`src/sv/two_digit_hex_dec_id_parser_top_macros.svh`:
```
// Assertion macros for the two-digit hex/decimal ID parser.
// Expects signals named clk and arst_n in the module that uses them.
`ifndef TWO_DIGIT_HEX_DEC_ID_PARSER_TOP_MACROS_SVH
`define TWO_DIGIT_HEX_DEC_ID_PARSER_TOP_MACROS_SVH

// Same-cycle implication, disabled while in reset
`define TDHD_ASSERT_NOW(lbl, ante, cons, msg) \
	lbl: assert property (@(posedge clk) disable iff (!arst_n) (ante) |-> (cons)) \
		else $error(msg);

// Next-cycle implication, disabled while in reset
`define TDHD_ASSERT_NEXT(lbl, ante, cons, msg) \
	lbl: assert property (@(posedge clk) disable iff (!arst_n) (ante) |=> (cons)) \
		else $error(msg);

`endif

```
`src/sv/tdhd_pkg.sv`:
```
// Shared types and constants for the two-digit hex/decimal ID parser.
// No dependencies; imported by every module of the block.
`default_nettype none

package tdhd_pkg;

	// Shortest token that draws a too-many-digits report (5..15)
	localparam int MAX_LEN = 5;
	localparam logic [4:0] MAX_LEN_C = 5'(MAX_LEN);
	localparam logic [4:0] BLANK_LIM = 5'(2 * MAX_LEN);

	// Queue between front and back
	localparam int QDEPTH = 2;
	localparam int QAW = $clog2(QDEPTH);

	// Preset format register codes
	localparam logic [1:0] PRE_AUTO = 2'd0;
	localparam logic [1:0] PRE_HEX  = 2'd1;
	localparam logic [1:0] PRE_DEC  = 2'd2;

	typedef enum logic [3:0] {
		ST_GOOD        = 4'd0,
		ST_BLANK_ONLY  = 4'd1,
		ST_BAD_FIRST   = 4'd2,
		ST_BAD_SECOND  = 4'd3,
		ST_BAD_DIG1    = 4'd4,
		ST_BAD_DIG2    = 4'd5,
		ST_TOO_MANY    = 4'd6,
		ST_BAD_SUFFIX  = 4'd7,
		ST_PRE_AND_SUF = 4'd8,
		ST_HEX_DEC1    = 4'd9,
		ST_HEX_DEC2    = 4'd10,
		ST_NO_DIGITS   = 4'd11
	} stat_t;

	// Classified character as passed from front to back
	typedef struct packed {
		logic       term;   // zero byte
		logic       blank;  // space or tab
		logic       zero;   // '0'
		logic       isdig;  // '0'..'9'
		logic       isx;    // any hex digit
		logic       xch;    // x or X
		logic       hch;    // h or H
		logic       dch;    // d or D
		logic [3:0] nib;    // hex digit value when isx
	} class_t;

endpackage

`default_nettype wire

```
`src/sv/tdhd_front.sv`:
```
// Front end: accepts characters, classifies them and registers the class.
// Depends on tdhd_pkg.
`default_nettype none

module tdhd_front (
	input  wire logic            clk,
	input  wire logic            arst_n,
	input  wire logic            s_tvalid,
	output logic                 s_tready,
	input  wire logic [7:0]      s_tdata,   // [7:0] character
	output logic                 push,
	output tdhd_pkg::class_t     push_cls,
	input  wire logic            q_full
);
	import tdhd_pkg::*;

	logic   vld_s1;
	class_t cls_s1;

	function automatic class_t classify(input logic [7:0] c);
		class_t r;
		r.term  = (c == 8'h00);
		r.blank = (c == 8'h20) || (c == 8'h09);
		r.zero  = (c == 8'h30);
		r.isdig = (c >= 8'h30) && (c <= 8'h39);
		r.xch   = (c == 8'h78) || (c == 8'h58);
		r.hch   = (c == 8'h68) || (c == 8'h48);
		r.dch   = (c == 8'h64) || (c == 8'h44);
		r.isx   = 1'b1;
		r.nib   = 4'd0;
		if (r.isdig) begin
			r.nib = 4'(c - 8'h30);
		end else if ((c >= 8'h61) && (c <= 8'h66)) begin
			r.nib = 4'(c - 8'h57);
		end else if ((c >= 8'h41) && (c <= 8'h46)) begin
			r.nib = 4'(c - 8'h37);
		end else begin
			r.isx = 1'b0;
		end
		return r;
	endfunction

	// Move the stage into the queue whenever there is room
	assign push     = vld_s1 && !q_full;
	assign push_cls = cls_s1;
	assign s_tready = !vld_s1 || !q_full;

	// Hold the classified character until the queue takes it
	always_ff @(posedge clk or negedge arst_n) begin
		if (!arst_n) begin
			vld_s1 <= 1'b0;
		end else if (s_tready) begin
			vld_s1 <= s_tvalid;
		end
	end

	always_ff @(posedge clk) begin
		if (s_tvalid && s_tready) begin
			cls_s1 <= classify(s_tdata);
		end
	end

endmodule

`default_nettype wire

```
`src/sv/tdhd_queue.sv`:
```
// Short queue of classified characters between front and back.
// Depends on tdhd_pkg.
`default_nettype none

module tdhd_queue (
	input  wire logic             clk,
	input  wire logic             arst_n,
	input  wire logic             push,
	input  wire tdhd_pkg::class_t push_cls,
	output logic                  full,
	input  wire logic             pop,
	output logic                  q_valid,
	output tdhd_pkg::class_t      head
);
	import tdhd_pkg::*;

	class_t           mem_q [QDEPTH];
	logic [QAW-1:0]   wptr_q;
	logic [QAW-1:0]   rptr_q;
	logic [QAW:0]     cnt_q;

	assign full    = (cnt_q == (QAW+1)'(QDEPTH));
	assign q_valid = (cnt_q != '0);
	assign head    = mem_q[rptr_q];

	// Advance pointers and occupancy
	always_ff @(posedge clk or negedge arst_n) begin
		if (!arst_n) begin
			wptr_q <= '0;
			rptr_q <= '0;
			cnt_q  <= '0;
		end else begin
			if (push) begin
				wptr_q <= (wptr_q == QAW'(QDEPTH - 1)) ? '0 : wptr_q + 1'b1;
			end
			if (pop) begin
				rptr_q <= (rptr_q == QAW'(QDEPTH - 1)) ? '0 : rptr_q + 1'b1;
			end
			if (push && !pop) begin
				cnt_q <= cnt_q + 1'b1;
			end else if (pop && !push) begin
				cnt_q <= cnt_q - 1'b1;
			end
		end
	end

	// Store entries
	always_ff @(posedge clk) begin
		if (push) begin
			mem_q[wptr_q] <= push_cls;
		end
	end

endmodule

`default_nettype wire

```
`src/sv/tdhd_back.sv`:
```
// Back end: parser state machine and result register.
// Depends on tdhd_pkg and the assertion macro header.
`default_nettype none
`include "two_digit_hex_dec_id_parser_top_macros.svh"

module tdhd_back (
	input  wire logic             clk,
	input  wire logic             arst_n,
	input  wire logic [1:0]       preset_format,
	input  wire logic             q_valid,
	input  wire tdhd_pkg::class_t head,
	output logic                  pop,
	output logic                  m_tvalid,
	input  wire logic             m_tready,
	output logic [15:0]           m_tdata
);
	import tdhd_pkg::*;

	typedef enum logic [3:0] {
		S_INIT    = 4'd0,
		S_ZERO1   = 4'd1,
		S_PREFIX  = 4'd2,
		S_IND1    = 4'd3,
		S_IND2    = 4'd4,
		S_DEC1    = 4'd5,
		S_DEC2    = 4'd6,
		S_HEX1    = 4'd7,
		S_HEX2    = 4'd8,
		S_ZERO2   = 4'd9,
		S_DONE    = 4'd10,
		S_PHEX    = 4'd11,
		S_PDEC    = 4'd12,
		S_PDEC_Z1 = 4'd13,
		S_PDEC_Z2 = 4'd14
	} state_t;

	state_t      state_q, st;
	logic        skip_q, sk;
	logic [4:0]  cnt_q, cnt;
	logic [4:0]  fn_q, fn;
	logic [4:0]  sn_q, sn;
	logic        hex_q, hx;
	logic        dec_q, dc;
	logic        pre_q, pf;
	stat_t       err_q, er;
	logic        halt_q, hl;
	logic        flt;
	stat_t       fcode;
	logic [4:0]  nibx;

	stat_t       res_stat;
	logic [7:0]  res_val;
	logic        res_hex, res_dec;
	logic [3:0]  msd, lsd;

	logic        out_vld_q;
	stat_t       out_stat_q;
	logic [7:0]  out_val_q;
	logic        out_hex_q, out_dec_q;
	logic        take_term;

	// Take a character whenever the result register is free or draining
	assign pop       = q_valid && (!out_vld_q || m_tready);
	assign take_term = pop && head.term;
	assign nibx      = {1'b0, head.nib};

	// Next state for a non-terminator character
	always_comb begin
		st = state_q; sk = skip_q; cnt = cnt_q; fn = fn_q; sn = sn_q;
		hx = hex_q; dc = dec_q; pf = pre_q; er = err_q; hl = halt_q;
		flt = 1'b0; fcode = ST_TOO_MANY;
		if (sk && (cnt <= BLANK_LIM) && head.blank) begin
			cnt = cnt + 1'b1;
		end else begin
			if (sk) begin
				sk  = 1'b0;
				cnt = '0;
				hx  = (preset_format == PRE_HEX);
				dc  = (preset_format == PRE_DEC);
				st  = hx ? S_PHEX : (dc ? S_PDEC : S_INIT);
			end
			if (!(hl || (cnt > MAX_LEN_C))) begin
				unique case (st)
					S_INIT: begin
						if (head.zero) begin
							fn = '0; st = S_ZERO1;
						end else if (head.isx) begin
							if (head.isdig) st = S_IND1;
							else begin hx = 1'b1; st = S_HEX1; end
							fn = nibx;
						end else if (head.xch) begin
							hx = 1'b1; pf = 1'b1; st = S_PREFIX;
						end else begin
							flt = 1'b1; fcode = ST_BAD_FIRST;
						end
					end
					S_ZERO1: begin
						if (head.zero) begin
							sn = '0; st = S_ZERO2;
						end else if (head.xch) begin
							hx = 1'b1; pf = 1'b1; st = S_PREFIX;
						end else if (head.isx) begin
							if (!head.isdig) begin hx = 1'b1; st = S_HEX2; end
							else st = S_IND2;
							fn = nibx;
						end else if (head.hch) begin
							hx = 1'b1; st = S_DONE;
						end else begin
							flt = 1'b1; fcode = ST_BAD_DIG2;
						end
					end
					S_PREFIX: begin
						if (head.isx) begin
							fn = nibx; st = S_HEX1;
						end else begin
							flt = 1'b1; fcode = ST_BAD_DIG1;
						end
					end
					S_IND1: begin
						if (head.isx) begin
							if (head.isdig) st = S_IND2;
							else begin hx = 1'b1; st = S_HEX2; end
							sn = nibx;
						end else if (head.xch || head.hch) begin
							hx = 1'b1; st = S_DONE;
						end else begin
							flt = 1'b1; fcode = ST_BAD_DIG2;
						end
					end
					S_IND2: begin
						if (head.xch || head.hch) begin
							hx = 1'b1; st = S_DONE;
						end else if (head.dch) begin
							dc = 1'b1; st = S_DONE;
						end else begin
							flt = 1'b1; fcode = ST_TOO_MANY;
						end
					end
					S_DEC1: begin
						if (head.isdig) begin
							sn = nibx; st = S_DEC2;
						end else begin
							flt = 1'b1; fcode = ST_BAD_DIG2;
						end
					end
					S_DEC2, S_PDEC_Z2: begin
						if (head.dch) st = S_DONE;
						else begin flt = 1'b1; fcode = ST_BAD_SUFFIX; end
					end
					S_HEX1: begin
						if (head.isx) begin
							sn = nibx; st = S_HEX2;
						end else if (head.xch || head.hch) begin
							if (pf) begin flt = 1'b1; fcode = ST_PRE_AND_SUF; end
							else begin hx = 1'b1; st = S_DONE; end
						end else begin
							flt = 1'b1; fcode = ST_BAD_DIG2;
						end
					end
					S_HEX2: begin
						if (head.xch || head.hch) st = S_DONE;
						else begin flt = 1'b1; fcode = ST_BAD_SUFFIX; end
					end
					S_ZERO2: begin
						if (!dc && (head.xch || head.hch)) begin
							hx = 1'b1; st = S_DONE;
						end else if (!hx && head.dch) begin
							dc = 1'b1; st = S_DONE;
						end else begin
							flt = 1'b1; fcode = ST_TOO_MANY;
						end
					end
					S_PHEX: begin
						if (head.xch) begin
							pf = 1'b1; st = S_PREFIX;
						end else if (head.zero) begin
							fn = '0; st = S_ZERO1;
						end else if (head.isx) begin
							fn = nibx; st = S_HEX1;
						end else begin
							flt = 1'b1; fcode = ST_BAD_FIRST;
						end
					end
					S_PDEC: begin
						if (head.xch || (head.isx && !head.isdig)) begin
							flt = 1'b1; fcode = ST_HEX_DEC1;
						end else if (head.zero) begin
							fn = '0; st = S_PDEC_Z1;
						end else if (head.isdig) begin
							fn = nibx; st = S_DEC1;
						end else begin
							flt = 1'b1; fcode = ST_BAD_FIRST;
						end
					end
					S_PDEC_Z1: begin
						if (head.xch || (head.isx && !head.isdig)) begin
							flt = 1'b1; fcode = ST_HEX_DEC2;
						end else if (head.zero) begin
							st = S_PDEC_Z2;
						end else if (head.isdig) begin
							fn = nibx; st = S_DEC2;
						end else begin
							flt = 1'b1; fcode = ST_BAD_SECOND;
						end
					end
					default: begin
						// done state and the unused code: any further character
						flt = 1'b1; fcode = ST_TOO_MANY;
					end
				endcase
				if (flt) begin
					er = fcode; hl = 1'b1;
				end
				if (!hl) cnt = cnt + 1'b1;
			end
		end
	end

	// Result for a terminator
	always_comb begin
		msd = '0; lsd = '0; res_val = '0;
		res_hex = hex_q; res_dec = dec_q;
		if (skip_q) begin
			res_stat = ST_BLANK_ONLY;
			res_hex  = (preset_format == PRE_HEX);
			res_dec  = (preset_format == PRE_DEC);
		end else if (cnt_q >= MAX_LEN_C) begin
			res_stat = ST_TOO_MANY;
		end else if (halt_q) begin
			res_stat = err_q;
		end else if ((hex_q || dec_q) && fn_q[4] && sn_q[4]) begin
			res_stat = ST_NO_DIGITS;
		end else begin
			res_stat = ST_GOOD;
			if (sn_q[4]) begin
				lsd = fn_q[4] ? 4'd0 : fn_q[3:0];
			end else begin
				msd = fn_q[4] ? 4'd0 : fn_q[3:0];
				lsd = sn_q[3:0];
			end
			if (hex_q || !dec_q) res_val = {msd, lsd};
			else res_val = {1'b0, msd, 3'b000} + {3'b000, msd, 1'b0} + {4'b0000, lsd};
		end
	end

	// Hold parser state; clear it at each terminator
	always_ff @(posedge clk or negedge arst_n) begin
		if (!arst_n) begin
			state_q <= S_INIT; skip_q <= 1'b1; cnt_q <= '0;
			fn_q <= 5'h10; sn_q <= 5'h10; hex_q <= 1'b0; dec_q <= 1'b0;
			pre_q <= 1'b0; err_q <= ST_GOOD; halt_q <= 1'b0;
		end else if (take_term) begin
			state_q <= S_INIT; skip_q <= 1'b1; cnt_q <= '0;
			fn_q <= 5'h10; sn_q <= 5'h10; hex_q <= 1'b0; dec_q <= 1'b0;
			pre_q <= 1'b0; err_q <= ST_GOOD; halt_q <= 1'b0;
		end else if (pop) begin
			state_q <= st; skip_q <= sk; cnt_q <= cnt;
			fn_q <= fn; sn_q <= sn; hex_q <= hx; dec_q <= dc;
			pre_q <= pf; err_q <= er; halt_q <= hl;
		end
	end

	// Result register: load on terminator, drop once transferred
	always_ff @(posedge clk or negedge arst_n) begin
		if (!arst_n) begin
			out_vld_q <= 1'b0;
		end else if (take_term) begin
			out_vld_q <= 1'b1;
		end else if (m_tready) begin
			out_vld_q <= 1'b0;
		end
	end

	always_ff @(posedge clk) begin
		if (take_term) begin
			out_stat_q <= res_stat;
			out_val_q  <= res_val;
			out_hex_q  <= res_hex;
			out_dec_q  <= res_dec;
		end
	end

	assign m_tvalid = out_vld_q;
	assign m_tdata  = {1'b0, out_dec_q, out_hex_q, (out_stat_q == ST_GOOD),
	                   out_val_q, out_stat_q};

	`TDHD_ASSERT_NEXT(a_term_loads, take_term, m_tvalid && (m_tdata[12] == (m_tdata[3:0] == ST_GOOD)), "terminator did not load a consistent result")
	`TDHD_ASSERT_NEXT(a_term_clears, take_term, skip_q && (cnt_q == '0) && !halt_q, "parser state not cleared after terminator")
	`TDHD_ASSERT_NOW(a_cnt_bound, !skip_q, cnt_q <= MAX_LEN_C + 5'd1, "character count ran past its limit")
	`TDHD_ASSERT_NOW(a_no_pop_blocked, out_vld_q && !m_tready, !pop, "character taken while result blocked")

endmodule

`default_nettype wire

```
`src/sv/two_digit_hex_dec_id_parser_top.sv`:
```
// Two-digit hex/decimal ID parser: one character per cycle in unless the output stalls,
// one result per token out. A terminator passes the front stage register and the queue,
// then the back end loads its result into the result register that drives m_tvalid.
// A stalled output holds the back end; the two-entry queue and front stage absorb 3 more.
// Reset (arst_n low, asynchronous): preset auto, parser cleared, queue and result empty.
// Depends on tdhd_pkg, tdhd_front, tdhd_queue and tdhd_back.
`default_nettype none

module two_digit_hex_dec_id_parser_top (
	input  wire logic        clk,
	input  wire logic        arst_n,
	input  wire logic        cfg_we,
	input  wire logic [1:0]  cfg_wdata,  // preset_format
	input  wire logic        s_tvalid,
	output logic             s_tready,
	input  wire logic [7:0]  s_tdata,    // [7:0] character
	output logic             m_tvalid,
	input  wire logic        m_tready,
	output logic [15:0]      m_tdata     // [3:0] status, [11:4] id_value, [12] id_valid,
	                                     // [13] saw_hex, [14] saw_dec, [15] zero
);
	import tdhd_pkg::*;

	logic [1:0]  preset_format_q;
	logic        push, q_full, pop, q_valid;
	class_t      push_cls, head;

	// Preset format register
	always_ff @(posedge clk or negedge arst_n) begin
		if (!arst_n) begin
			preset_format_q <= PRE_AUTO;
		end else if (cfg_we) begin
			preset_format_q <= cfg_wdata;
		end
	end

	tdhd_front u_front (
		.clk      (clk),
		.arst_n   (arst_n),
		.s_tvalid (s_tvalid),
		.s_tready (s_tready),
		.s_tdata  (s_tdata),
		.push     (push),
		.push_cls (push_cls),
		.q_full   (q_full)
	);

	tdhd_queue u_queue (
		.clk      (clk),
		.arst_n   (arst_n),
		.push     (push),
		.push_cls (push_cls),
		.full     (q_full),
		.pop      (pop),
		.q_valid  (q_valid),
		.head     (head)
	);

	tdhd_back u_back (
		.clk           (clk),
		.arst_n        (arst_n),
		.preset_format (preset_format_q),
		.q_valid       (q_valid),
		.head          (head),
		.pop           (pop),
		.m_tvalid      (m_tvalid),
		.m_tready      (m_tready),
		.m_tdata       (m_tdata)
	);

endmodule

`default_nettype wire

```
`config.mk`:
```
export PLATFORM = sky130hd
export DESIGN_NAME = two_digit_hex_dec_id_parser_top
export DESIGN_NICKNAME = d
export VERILOG_FILES = /design/src/sv/tdhd_pkg.sv /design/src/sv/tdhd_front.sv /design/src/sv/tdhd_queue.sv /design/src/sv/tdhd_back.sv /design/src/sv/two_digit_hex_dec_id_parser_top.sv
export VERILOG_INCLUDE_DIRS = /design/src /design/src/sv
export SDC_FILE = /design/constraint.sdc
export NUM_CORES = 1
export LEC_CHECK = 0
export ABC_AREA = 1
export BUFFER_PORTS_ARGS = -buffer_cell sky130_fd_sc_hd__buf_2
export CAP_MARGIN = 0
export CORE_ASPECT_RATIO = 1.1
export CORE_MARGIN = 2
export CORE_UTILIZATION = 61
export DETAILED_ROUTE_END_ITERATION = 12
export GPL_TIMING_DRIVEN = 0
export PLACE_DENSITY = 0.88
export SLEW_MARGIN = 20
export SYNTH_ARGS = -nofsm -noshare
export SYNTH_HDL_FRONTEND = slang
export SYNTH_HIERARCHICAL = 1
export SYNTH_SLANG_ARGS = --single-unit
```
`constraint.sdc`:
```
create_clock -name clk -period 3.4 [get_ports clk]
set_input_delay 0.51 -clock clk [delete_from_list [all_inputs] [get_ports clk]]
set_output_delay 0.51 -clock clk [all_outputs]
set_load 0.05 [all_outputs]
```
==> results of run 1 <==
## final cells by class
cell class                      instances  area share [%]
Buffer                                 15            1.51
Clock buffer                           10            2.33
Clock inverter                          6            1.14
Inverter                               99            5.84
Multi-Input combinational cell        548            46.8
Sequential cell                        86            37.7
Tap cell                              117            2.29
Timing Repair Buffer                   31            2.43
## cell usage in the layout, fill, tap and decap left out, types with 4 or more instances in the layout
cell,Yosys,routed
a211oi_1,7,7
ha_1,21,21
clkinv_1,4,4
nor2_4,4,4
xor2_1,4,4
dfrtp_1,33,33
nand4_1,14,14
clkbuf_1,7,6
inv_2,8,8
nor2_1,68,67
nor3_1,16,16
o211ai_1,6,6
a21oi_1,38,37
edfxtp_1,50,50
nand2_1,193,193
buf_4,4,4
nand2_2,14,14
nor2_2,6,7
mux2_4,9,9
inv_1,86,86
nand3_2,5,5
nand3_1,41,41
clkbuf_8,0,9
o21ai_0,56,56
buf_2,2,33
o22ai_1,7,7
## worst reg2reg max path, stage by stage, from the launching register on
cell and delay, ns:
dfrtp_1 0.46, buf_6 0.22, mux2_4 0.33, nand2_1 0.25
clkinv_1 0.74, nor2_1 0.54, nor2_1 0.19, nand3_1 0.26
nand2_1 0.09, o21ai_0 0.08
## power groups by stage
stage	combinational, mW	sequential, mW	clock (mW)
floorplan	2.69	1.90	0
global placement	3.88	1.69	0
detailed placement	3.97	1.72	0
CTS	4.00	1.70	0.812
global route	4.45	1.76	0.848
finish	4.14	1.72	0.803
## metrics by stage
step / cells / setup WS, ns
after floorplan: 749 / 0.566
after global placement: 897 / 0.261
after detailed placement: 897 / 0.165
after CTS: 913 / 0.121
after global routing: 912 / 0.114
final: 912 / 0.170
## logic make-up (layout without fill, tap and decap cells)
group,count (synthesis),in the layout
and+or+nand+nor,371,371
AOI/OAI and AO/OA,134,134
buffers and inverters,115,161
DFF,86,86
adders and majority gates,23,23
muxes,12,12
xor gates and xnor gates,7,7
other,1,1
## flip-flops by register name (all words and copies together), names as in the netlist, 5 cells and up
signal,cells
u_back/cnt_q,5
u_front/push_cls,12
u_back/out_val_q,8
u_queue/mem_q,24
u_back/sn_q,5
u_back/fn_q,5
## path summary, 6_finish.rpt
check                           slack (ns)                 from                   to
worst max-delay path                  0.17       u_queue/rptr_q       u_back/sn_q[0]
worst min-delay path                  0.27               arst_n         u_back/pre_q
min in group clk                      0.35         cfg_wdata[0]   preset_format_q[0]
max in group asynchronous             2.55               arst_n    u_back/state_q[2]
worst min register to register        0.46  u_front/push_cls[2]  u_queue/mem_q[0][2]
worst max register to register        0.17       u_queue/rptr_q       u_back/sn_q[0]
## layer usage
metal	routed length (µm)	vias up	global-route usage, %
li1	-	2587	-
met1	6570	2677	39.7
met2	8800	342	60.2
met3	1510	66	6.45
met4	667	0	16.6
met5	0	-	0
==> metrics.txt, run 1 <==
result of the run finished, final reports clean; RSZ-0062 raised after global routing false; fraction of synthesized cell area taken by the top area cell type 25.6%; share of synthesized area spent on multiplexers 2.88%; global-route wire length before repair 27.5 mm; number of DRC violations after detailed routing 0; classification of the worst-slack hold path in2async; quantity of I/O buffers inserted on ports 31; Setup CP Type reg2reg; data arrival at the endpoint of the critical path 3.52 ns; average wire per cell in the routed design 19.2 µm; EDFF count, synth 50; Area growth syn-to-layout 8.96%; remaining antenna violation count after routing 0; actual slew at the worst max-slew pin 1.07 ns; core area 9350 µm²; slowest library cell on the worst path clkinv_1; Fmax 310 MHz; clock latency on the worst-skew pair 0.37 ns; synthesized area per cell 7.83 µm²; fraction of power spent switching nets 54.3%; highest ir drop seen on vdd 0.785 mV; Logic pwr share 62.1%; number of sinks on the clock net 86; ratio of final minimum period to clock period 95.0%; sequential cell area fraction in the yosys report 41.0%; synthesized cell area 5860 µm²; required time at the endpoint of the critical path 3.69 ns; maximum buffer depth of the clock tree 2; diode count 0; final-layout worst hold slack 0.274 ns; number of buffers inserted during clock tree synthesis 9; pwr/cell area 1040 nW/µm²; final WL 17.5 mm; peak per-stage delay on the critical path 0.74 ns; CP Cell Sequence buf_6 > mux2_4 > nand2_1 > clkinv_1 > nor2_1 > nor2_1 > nand3_1 > nand2_1 > o21ai_0; share of total power in sequential cells 25.8%; Psw 3.62 mW; vias per cell 6.22; number of global-route vias before repair 5,604; via count 5,672; Reg clk slew, reported paths 0.10 ns; Setup Viol. Count Final 0; area used by sequential logic in the layout 2410 µm²; count of H-tree levels built during CTS 3; global-route congestion overflow total 0; finished layout cell area 6390 µm²; Compound-Gate Fraction of Synth Area 13.3%; Clock power frac 12.1%; synthesized-area fraction occupied by and/or/nand/nor cells 28.4%; number of nets in the final layout 828; final total negative setup slack 0 ns; most frequent cell after synthesis nand2_1; ports placed on the boundary 33; maximum number of pins on one net before global-route repair 37; fraction of layout instances using a drive strength above 1 15.2%; root buffer cell clkbuf_8; number of cells on the worst reg-to-reg path 9; Top FF cell, synth edfxtp_1; Max Clock Skew 0.0134 ns; most instantiated cells after synthesis 193 x nand2_1, 86 x inv_1, 68 x nor2_1; CTS tree done; cell count along the critical path 9; hold buffer count at cts 0; Yosys reg bits 86; min Tclk post-route 3.23 ns; # resized after CTS 0; # rows 37; area taken by multi-input logic gates 2990 µm²; largest delay contributor family on the critical path simple AND/OR/NAND/NOR gates; Final Core Density 68.3%; filler instances 753; pins over their slew limit 0; Net Count, Synth 787; Buf+Inv Stages, Crit Path 2; total global routing track utilization 34.0%; DR iter-0 viols 552; Critical Path Start Type flip-flop; final RePlAce weighted congestion 0.997; area leader, netlist edfxtp_1; largest fanout of any net on the critical path 22; static power due to leakage 3.07 nW; DRT Pass-1 Iters 5; standard cell area after detailed placement 6160 µm²; Max-Slew Margin vs Limit 28.1%; biggest area contributors in the synthesized netlist edfxtp_1 26%, dfrtp_1 14%, nand2_1 12%; number of standard cells after synthesis 749; count of different cell masters after synthesis 52; number of antenna violations at the first check in global routing 0; Starting Density 62.7%; warnings from Yosys 6; Post-CTS Setup Bufs 0; Total Die Area 10,400 µm²; xor/xnor share of the synthesized area 1.05%; total power 6.66 mW; Chip Width 97.5 µm; DIE HEIGHT 107 µm; HPWL reported at the end of detailed placement 13.0 mm; ys async rst share 41.9%; main combinational cell family by area after synthesis simple AND/OR/NAND/NOR gates; crit path capture type flip-flop; design internal power 3.04 mW; max cap viols 0; post-synthesis adder-cell area fraction 5.17%; final number of hold-violating endpoints 0
Note: power is estimated with default switching activity, not from simulation.
==> run 2, diff against run 1 <==
--- a/config.mk
+++ b/config.mk
@@ -11,10 +11,10 @@
 export CAP_MARGIN = 0
 export CORE_ASPECT_RATIO = 1.1
 export CORE_MARGIN = 2
-export CORE_UTILIZATION = 61
+export CORE_UTILIZATION = 50
 export DETAILED_ROUTE_END_ITERATION = 12
 export GPL_TIMING_DRIVEN = 0
-export PLACE_DENSITY = 0.88
+export PLACE_DENSITY = 0.75
 export SLEW_MARGIN = 20
 export SYNTH_ARGS = -nofsm -noshare
 export SYNTH_HDL_FRONTEND = slang
==> metrics.txt, run 2 (same netlist as run 1, synthesis figures left out) <==
result of the run finished, final reports clean; number of buffers inserted during clock tree synthesis 9 (unchanged); required time at the endpoint of the critical path 3.65 ns (-0.04 ns); # rows 41 (+11%); largest fanout of any net on the critical path 22 (unchanged); DR iter-0 viols 423 (-23%); final number of hold-violating endpoints 0 (unchanged); vias per cell 5.65 (-9.1%); final total negative setup slack 0 ns (unchanged); pwr/cell area 1040 nW/µm² (-0.34%); quantity of I/O buffers inserted on ports 31 (unchanged); largest delay contributor family on the critical path simple AND/OR/NAND/NOR gates; most used cells in the layout excluding fill and tap cells 193 x nand2_1, 86 x inv_1, 66 x nor2_1; global routing usage on met1 33.0% (-6.7 points); number of antenna violations at the first check in global routing 0 (unchanged); Max Clock Skew 0.00906 ns (-0.00437 ns); fraction of layout instances using a drive strength above 1 15.1% (-0.13 points); pins over their slew limit 0 (unchanged); average wire per cell in the routed design 17.1 µm (-11%); global routing usage on met3 3.71% (-2.7 points); via count 5,340 (-5.9%); count of H-tree levels built during CTS 3 (unchanged); largest reg by FF count u_queue/mem_q; crit path capture type flip-flop; RSZ-0062 raised after global routing false; Fmax 313 MHz (+1.1%); Total Die Area 12,600 µm² (+21%); diode count 0 (unchanged); met2 track demand over resource 46.3% (-14 points); ports placed on the boundary 33 (unchanged); area taken by multi-input logic gates 2990 µm² (about the same); CP Cell Sequence buf_6 > mux2_4 > nand2_1 > clkinv_1 > nor2_1 > nor2_1 > nand3_1 > nand2_1 > o21ai_0; Setup Viol. Count Final 0 (unchanged); number of global-route vias before repair 5,322 (-5.0%); peak per-stage delay on the critical path 0.72 ns (-0.02 ns); number of DRC violations after detailed routing 0 (unchanged); maximum buffer depth of the clock tree 2 (unchanged); number of cells on the worst reg-to-reg path 9 (unchanged); static power due to leakage 3.11 nW (+1.4%); DIE HEIGHT 118 µm (+10%); ratio of final minimum period to clock period 93.9% (-1.1 points); data arrival at the endpoint of the critical path 3.44 ns (-0.08 ns); most common library cell in the layout ignoring fill and taps nand2_1; number of sinks on the clock net 86 (unchanged); Chip Width 107 µm (+10%); classification of the worst-slack hold path in2async; layer with the highest usage after global routing met2; total global routing track utilization 26.6% (-7.4 points); final RePlAce weighted congestion 0.997 (about the same); Area growth syn-to-layout 11.4%; global-route wire length before repair 26.3 mm (-4.4%); Starting Density 51.2% (-11 points); global-route congestion overflow total 0 (unchanged); Reg clk slew, reported paths 0.07 ns (-0.03 ns); Setup CP Type reg2reg; filler instances 1,062 (+41%); highest ir drop seen on vdd 0.504 mV (-36%); setup slack of the worst register-to-register path 0.21 ns (+0.04 ns); maximum number of pins on one net before global-route repair 37 (unchanged); reg2reg end u_back/sn_q[3]; slowest library cell on the worst path clkinv_1; Max-Slew Margin vs Limit 34.9% (+6.8 points); Final Core Density 57.1% (-11 points); area used by sequential logic in the layout 2410 µm² (unchanged); Buf+Inv Stages, Crit Path 2 (unchanged); R2R Path Start u_queue/rptr_q; flip-flop count of the largest register after layout 24 (unchanged); actual slew at the worst max-slew pin 0.966 ns (-0.108 ns); root buffer cell clkbuf_16; final WL 16.2 mm (-7.9%); clock latency on the worst-skew pair 0.34 ns (-0.03 ns); DRT Pass-1 Iters 5 (unchanged); number of nets in the final layout 828 (unchanged); core area 11,400 µm² (+22%); remaining antenna violation count after routing 0 (unchanged); HPWL reported at the end of detailed placement 12.6 mm (-3.2%); Post-CTS Setup Bufs 0 (unchanged); Critical Path Start Type flip-flop; min Tclk post-route 3.19 ns (-0.0367 ns); max cap viols 0 (unchanged); CTS tree done
## run 2: report_power, final
part / internal [mW] / switching [mW]
Sequential: 1.52 / 0.186
Combinational: 1.13 / 2.89
Clock: 0.651 / 0.415
## run 2: worst max-delay path by stage
stage	startpoint	endpoint	slack (ns)	cells after the start
floorplan	u_back/sn_q[4]	u_back/out_val_q[6]	0.57	12
global placement	u_queue/rptr_q	u_back/err_q[1]	0.10	15
detailed placement	u_queue/rptr_q	u_back/err_q[0]	0.11	15
CTS	u_queue/rptr_q	u_back/err_q[0]	0.10	15
global route	u_queue/rptr_q	u_back/sn_q[3]	0.03	9
finish	u_queue/rptr_q	u_back/sn_q[3]	0.21	9
## run 2: final cells by class
class,count,area share (%)
plain buffers,15,1.48
repair buffers,31,2.38
inverters,99,5.71
clock inverters,6,1.42
clock buffers,10,3.51
multi-input cells,548,45.8
flip-flops and latches,86,36.8
well taps,150,2.87
## run 2: repair_timing
item | in CTS | in global routing
hold endpoints to repair | 0 | 0
gates resized for setup | 0 | 1
hold buffers | 0 | 0
endpoints found under the setup margin | 0 | 10
## run 2: routing by layer
| layer | routed length [µm] | up-vias |
|---|---|---|
| met4 | 527 | 0 |
| met1 | 6670 | 2556 |
| met2 | 8210 | 170 |
| met3 | 749 | 33 |
| li1 | - | 2581 |
| met5 | 0 | - |
## run 2: metrics by stage
step	hold slack, ns	setup WS, ns	power, mW	cell area (µm²)	instances
3_5_place_dp	0.430	0.111	5.64	6200	930
3_3_place_gp	0.422	0.102	5.59	6200	930
2_1_floorplan	0.214	0.566	4.59	5860	749
6_report	0.277	0.206	6.78	6530	945
4_1_cts	0.318	0.104	6.73	6530	946
5_1_grt	0.371	0.0303	7.28	6530	945
